`config.mk`:
```
export PLATFORM = sky130hd
export DESIGN_NAME = mma_mac
export DESIGN_NICKNAME = d
export VERILOG_FILES = /design/src/mma_pkg.sv /design/src/mma_mac.sv
export SDC_FILE = /design/constraint.sdc
export NUM_CORES = 2
export LEC_CHECK = 0
export BUFFER_PORTS_ARGS = -buffer_cell sky130_fd_sc_hd__buf_2
export CORE_ASPECT_RATIO = 0.6
export CORE_MARGIN = 4
export CORE_UTILIZATION = 55
export DETAILED_ROUTE_END_ITERATION = 10
export GPL_TIMING_DRIVEN = 0
export PLACE_DENSITY = 0.71
export SETUP_SLACK_MARGIN = 0.2
export SLEW_MARGIN = 20
export SYNTH_ARGS = -nofsm -noshare
export SYNTH_HDL_FRONTEND = slang
export SYNTH_SLANG_ARGS = --single-unit
```
`constraint.sdc`:
```
create_clock -name clk_i -period 5.3 [get_ports clk_i]
set_input_delay 0.265 -clock clk_i [delete_from_list [all_inputs] [get_ports clk_i]]
set_output_delay 0.265 -clock clk_i [all_outputs]
set_load 0.1 [all_outputs]
```
`src/mma_pkg.sv`:
```
// Shared types and codes for the matrix multiply-accumulate block.
// Holds the operation codes, register indexes, beat structs and pipeline tag.
// No dependencies; every other file imports this package.
package mma_pkg;

  // Operation codes carried in the input beat.
  typedef enum logic [1:0] {
    OP_WRITE_A = 2'd0,
    OP_WRITE_B = 2'd1,
    OP_MULT    = 2'd2,
    OP_CLEAR   = 2'd3
  } op_e;

  // Configuration port geometry and register indexes.
  localparam int unsigned CFG_IDX_W  = 2;
  localparam int unsigned CFG_DATA_W = 4;

  localparam logic [CFG_IDX_W-1:0] CFG_ROWS_A    = 2'd0;
  localparam logic [CFG_IDX_W-1:0] CFG_INNER_DIM = 2'd1;
  localparam logic [CFG_IDX_W-1:0] CFG_COLS_B    = 2'd2;

  // Dimension registers come out of reset at the full matrix size.
  localparam logic [CFG_DATA_W-1:0] CFG_DIM_RESET = 4'd8;

  // One input beat.
  typedef struct packed {
    op_e                operation;
    logic [2:0]         row_index;
    logic [2:0]         col_index;
    logic signed [31:0] element_value;
  } in_item_t;

  // One result beat: a C entry in Q32.32.
  typedef struct packed {
    logic [2:0]         out_row;
    logic [2:0]         out_col;
    logic signed [63:0] out_value;
    logic               last_entry;
  } out_item_t;

  // Tag that travels with each multiply step through the pipeline.
  typedef struct packed {
    logic       vld;    // step is live
    logic       first;  // first inner step of an entry: seed from C
    logic       last;   // final inner step of an entry: write C, emit
    logic       done;   // final step of the whole run
    logic [2:0] row;
    logic [2:0] col;
  } mac_tag_t;

endpackage

```
`src/mma_mac.sv`:
```
// Shared multiply and saturating accumulate unit for the matrix block.
// Registers the 32x32 product, then adds it into a running Q32.32 sum.
// Depends on mma_pkg for the step tag.
module mma_mac (
  input  logic                clk_i,
  input  logic                rst_ni,
  input  logic signed [31:0]  a_i,
  input  logic signed [31:0]  b_i,
  input  logic signed [63:0]  seed_i,
  input  mma_pkg::mac_tag_t   tag_i,
  output logic signed [63:0]  sum_o,
  output mma_pkg::mac_tag_t   tag_o
);
  import mma_pkg::*;

  localparam logic signed [63:0] SAT_MAX = {1'b0, {63{1'b1}}};
  localparam logic signed [63:0] SAT_MIN = {1'b1, {63{1'b0}}};

  logic signed [63:0] prod_d, prod_q;
  logic signed [63:0] seed_q;
  logic signed [63:0] acc_q;
  logic signed [63:0] base;
  logic signed [63:0] raw_sum;
  mac_tag_t           tag_q;

  // Full-precision product of two Q16.16 values is exact in Q32.32.
  assign prod_d = a_i * b_i;

  // Product stage: registers the product, the seed and the tag of the operands.
  always_ff @(posedge clk_i or negedge rst_ni) begin
    if (!rst_ni) begin
      tag_q <= '0;
    end else begin
      tag_q <= tag_i;
    end
  end

  always_ff @(posedge clk_i) begin
    prod_q <= prod_d;
    seed_q <= seed_i;
  end

  // Saturating add: overflow when both addends share a sign the sum lacks.
  always_comb begin
    base    = tag_q.first ? seed_q : acc_q;
    raw_sum = base + prod_q;
    if ((base[63] == prod_q[63]) && (raw_sum[63] != base[63])) begin
      sum_o = base[63] ? SAT_MIN : SAT_MAX;
    end else begin
      sum_o = raw_sum;
    end
  end

  // Running sum for the entry in progress.
  always_ff @(posedge clk_i) begin
    if (tag_q.vld) begin
      acc_q <= sum_o;
    end
  end

  assign tag_o = tag_q;

endmodule

```
==> flow_metrics.env <==
export IMPL_status="finished with violations"
export IMPL_violations="setup timing"
export IMPL_slowest_delay_ns=0.65
export IMPL_period_needed_ns=7.275
export IMPL_synthFlopType="dfxtp_1"
export IMPL_fin_ws_ns=-1.975
export IMPL_overflow=0
export IMPL_cts_tree="done"
export IMPL_rsz0062_at_grt="yes"
export IMPL_instances_no_fill=6415
export IMPL_synth_most_common_cell="fa_1"
export IMPL_wl_um=172500
export IMPL_first_pass_iters=8
export IMPL_critPathBufInv=4
export IMPL_cts_num_sinks=202
export IMPL_cts_root_buf="clkbuf_16"
export IMPL_max_cap_violations=0
export IMPL_syn_area_per_cell_um2=9.606
export IMPL_n_fill_cell=5997
export IMPL_wl_per_cell_um=26.90
export IMPL_setup_viol=51
export IMPL_relSlewSlack_pct=41.01
export IMPL_drtIter0Drc=4170
export IMPL_synth_area_um2=45680
export IMPL_rrSetupSlack_ns=0.72
export IMPL_die_w_um=380.0
export IMPL_tightest_slew_ns=0.8849
export IMPL_critPathTopFamily="adder cells"
export IMPL_fin_crit_sh_pct=137.3
export IMPL_hold_path_end="prod_q[0]"
export IMPL_layout_drive_gt1_share_pct=22.15
export IMPL_path_clk_slew_ns=0.08
export IMPL_yosys_warnings=0
export IMPL_cp_common_cell="fa_2"
export IMPL_hold_class="input pin to flop"
export IMPL_final_nets=6770
export IMPL_cp_depth=24
export IMPL_core_area_um2=81890
export IMPL_worst_setup_path_end_kind="flop"
export IMPL_synthTopCellsByArea="fa_1 (47%), inv_1 (8.3%), and2_1 (7.1%)"
export IMPL_yosys_area_top_type="fa_1"
export IMPL_slowest_stage="fa_2"
export IMPL_drtAntennaViolNets=0
export IMPL_via_per_inst=5.866
export IMPL_skew_ns=0.02305
export IMPL_postSynthCellCount=4755
export IMPL_clkLatencyLatePin_ns=0.52
export IMPL_required_ns=5.69
export IMPL_row_count=81
export IMPL_path_max_fanout=8
export IMPL_grt_max_degree=42
export IMPL_slew_viol_final=0
export IMPL_rr_worst_depth=16
export IMPL_critPathLaunchType="input pin"
export IMPL_synth_enable_flop_cells=64
export IMPL_yosysTopAreaCellShare_pct=47.46
export IMPL_ys_seq_area_share_pct=10.37
export IMPL_min_delay_start="b_i[0]"
export IMPL_h_tree_depth=1
export IMPL_synth_cell_types=73
export IMPL_hold_slack_ns=0.04861
export IMPL_hold_viol=0
export IMPL_boundaryPins=214
export IMPL_place_detailed_hpwl_um=132600
export IMPL_synth_fp_nets=6225
export IMPL_syn2layout_area_growth_pct=26.48
export IMPL_grt_pass1_vias=39146
export IMPL_arrival_ns=7.66
export IMPL_ys_ff_latch=202
export IMPL_r2r_end="acc_q[56]"
export IMPL_criticalPathCategory="input pin to flop"
export IMPL_synth_async_reset_ratio_pct=4.950
export IMPL_reg2reg_from="tag_o[8]"
export IMPL_dp_cells=6049
export IMPL_vias=37630
export IMPL_antenna_found_initial=17
export IMPL_gp_congestion=1.085
export IMPL_numPortBuffers=213
export IMPL_crit_chain="buf_12 -> clkbuf_16 -> and2_4 -> fa_2 -> fa_1 -> fa_2 -> buf_12 -> fa_2 -> buf_6 -> fa_1 -> fa_1 -> fa_2 -> fa_2 -> ha_4 -> a21o_1 -> a21o_1 -> a21o_1 -> a21o_1 -> a221o_1 -> a31oi_1 -> a21bo_4 -> a21oi_2 -> o2111ai_2 -> xor2_1"
export IMPL_cts_buffer_depth=3
export IMPL_max_freq_mhz=137.5
export IMPL_synthTopCellsByCount="fa_1 (1083), inv_1 (1005), nand2_1 (561)"
export IMPL_startpoint="a_i[31]"
export IMPL_die_area_um2=87880
export IMPL_initial_core_util_pct=55.78
export IMPL_drc=0
export IMPL_grt_pass1_wl_um=251400
export IMPL_die_h_um=231.2
export IMPL_track_usage_pct=39.15
export IMPL_min_path_cells=2
export IMPL_cts_buffers=16
==> worst register-to-register path: stages (launching register included) <==
cell,delay (ns)
dfrtp_2,0.45
buf_6,0.14
buf_4,0.15
mux2_2,0.24
ha_1,0.27
inv_1,0.12
fa_1,0.47
nor2b_1,0.24
o2111ai_2,0.21
nand4_1,0.23
a31oi_4,0.15
o31ai_4,0.34
a221o_1,0.37
a21bo_2,0.28
a21oi_4,0.09
mux2_2,0.29
a31o_1,0.26
==> placed cells by master, fill, tap and decap left out, types with 19 or more instances in the layout <==
cell type and n:
inv_1 970, o21ai_0 44, a21oi_1 104, diode_2 26
a21o_1 66, clkbuf_16 75, edfxtp_1 64, dlygate4sd3_1 75
mux2_2 61, ha_4 44, buf_6 101, clkbuf_8 50
buf_2 116, nand2_1 536, xnor2_1 73, buf_8 31
xor2_1 47, dfxtp_1 128, and2_4 31, inv_2 28
buf_12 70, nand2b_1 20, nand3_1 22, clkbuf_4 38
o22ai_4 53, fa_2 74, nor2_1 74, nand4_1 33
and2_1 489, ha_1 199, clkbuf_2 29, buf_4 186
a21oi_2 19, fa_1 1009, clkbuf_1 32
==> through the flow <==
| step | instance area, um2 | TNS (ns) | utilization, % | setup slack (ns) |
|---|---|---|---|---|
| after CTS | 56070 | -59.87 | 68.47 | -1.917 |
| final | 57770 | -70.41 | 70.55 | -1.975 |
| after global placement | 49750 | -164.37 | 60.75 | -3.823 |
| after detailed placement | 49790 | -165.95 | 60.80 | -3.951 |
| after floorplan | 47330 | -52.72 | - | -2.086 |
| after global routing | 57720 | -77.73 | 70.49 | -2.123 |
==> kinds of logic after synthesis <==
group | Yosys count | synth area share [%]
buffers and inverters | 1260 | 10.49
adder cells (fa/ha/maj) | 1331 | 54.25
multiplexers | 67 | 1.644
AO/OA/AOI/OAI | 454 | 6.382
AND/OR/NAND/NOR | 1316 | 14.47
flip-flops | 202 | 10.37
XOR/XNOR | 125 | 2.397
==> routing by layer <==
metal	vias to the layer above	global-route usage [%]	part of all wire, %
met3	540	18.54	17
li1	15470	-	-
met4	14	13.94	5.0
met5	-	1.961	0.16
met2	2633	54.61	40
met1	18973	53.31	38
==> area by class of cell <==
cell class,count,area (um2),area share [%]
inverters,1006,3805,6.586
diodes,26,65.06,0.1126
plain buffers,253,3382,5.854
clock inverters,4,37.54,0.06497
clock buffers,24,471.7,0.8165
repair buffers,528,5049,8.739
multi-input cells,3293,38870,67.29
well taps,1079,1350,2.337
flip-flops and latches,202,4740,8.204
==> sequential cells by signal (all words and copies together) (netlist names) <==
register and flops:
seed_q 64, prod_q 64, acc_q 64, tag_o 10
==> worst max path at each step <==
stage / end / slack, ns
after floorplan: prod_q[63] / -2.09
after global placement: prod_q[63] / -3.82
after detailed placement: prod_q[63] / -3.95
after CTS: prod_q[63] / -1.92
after global routing: prod_q[62] / -2.12
final: prod_q[62] / -1.97
==> what timing repair did <==
| action | CTS | global route |
|---|---|---|
| buffers inserted | 166 | 67 |
| resized for setup | 868 | 339 |
| endpoints found under the hold margin | 84 | 0 |
| cloned | 3 | 2 |
| hold buffers | 75 | 0 |
| endpoints found under the setup margin | 181 | 117 |
| pin swaps | 163 | 143 |
Power is not shown: default switching activity piles up to over one toggle a cycle in this logic, so the estimate is an artifact.
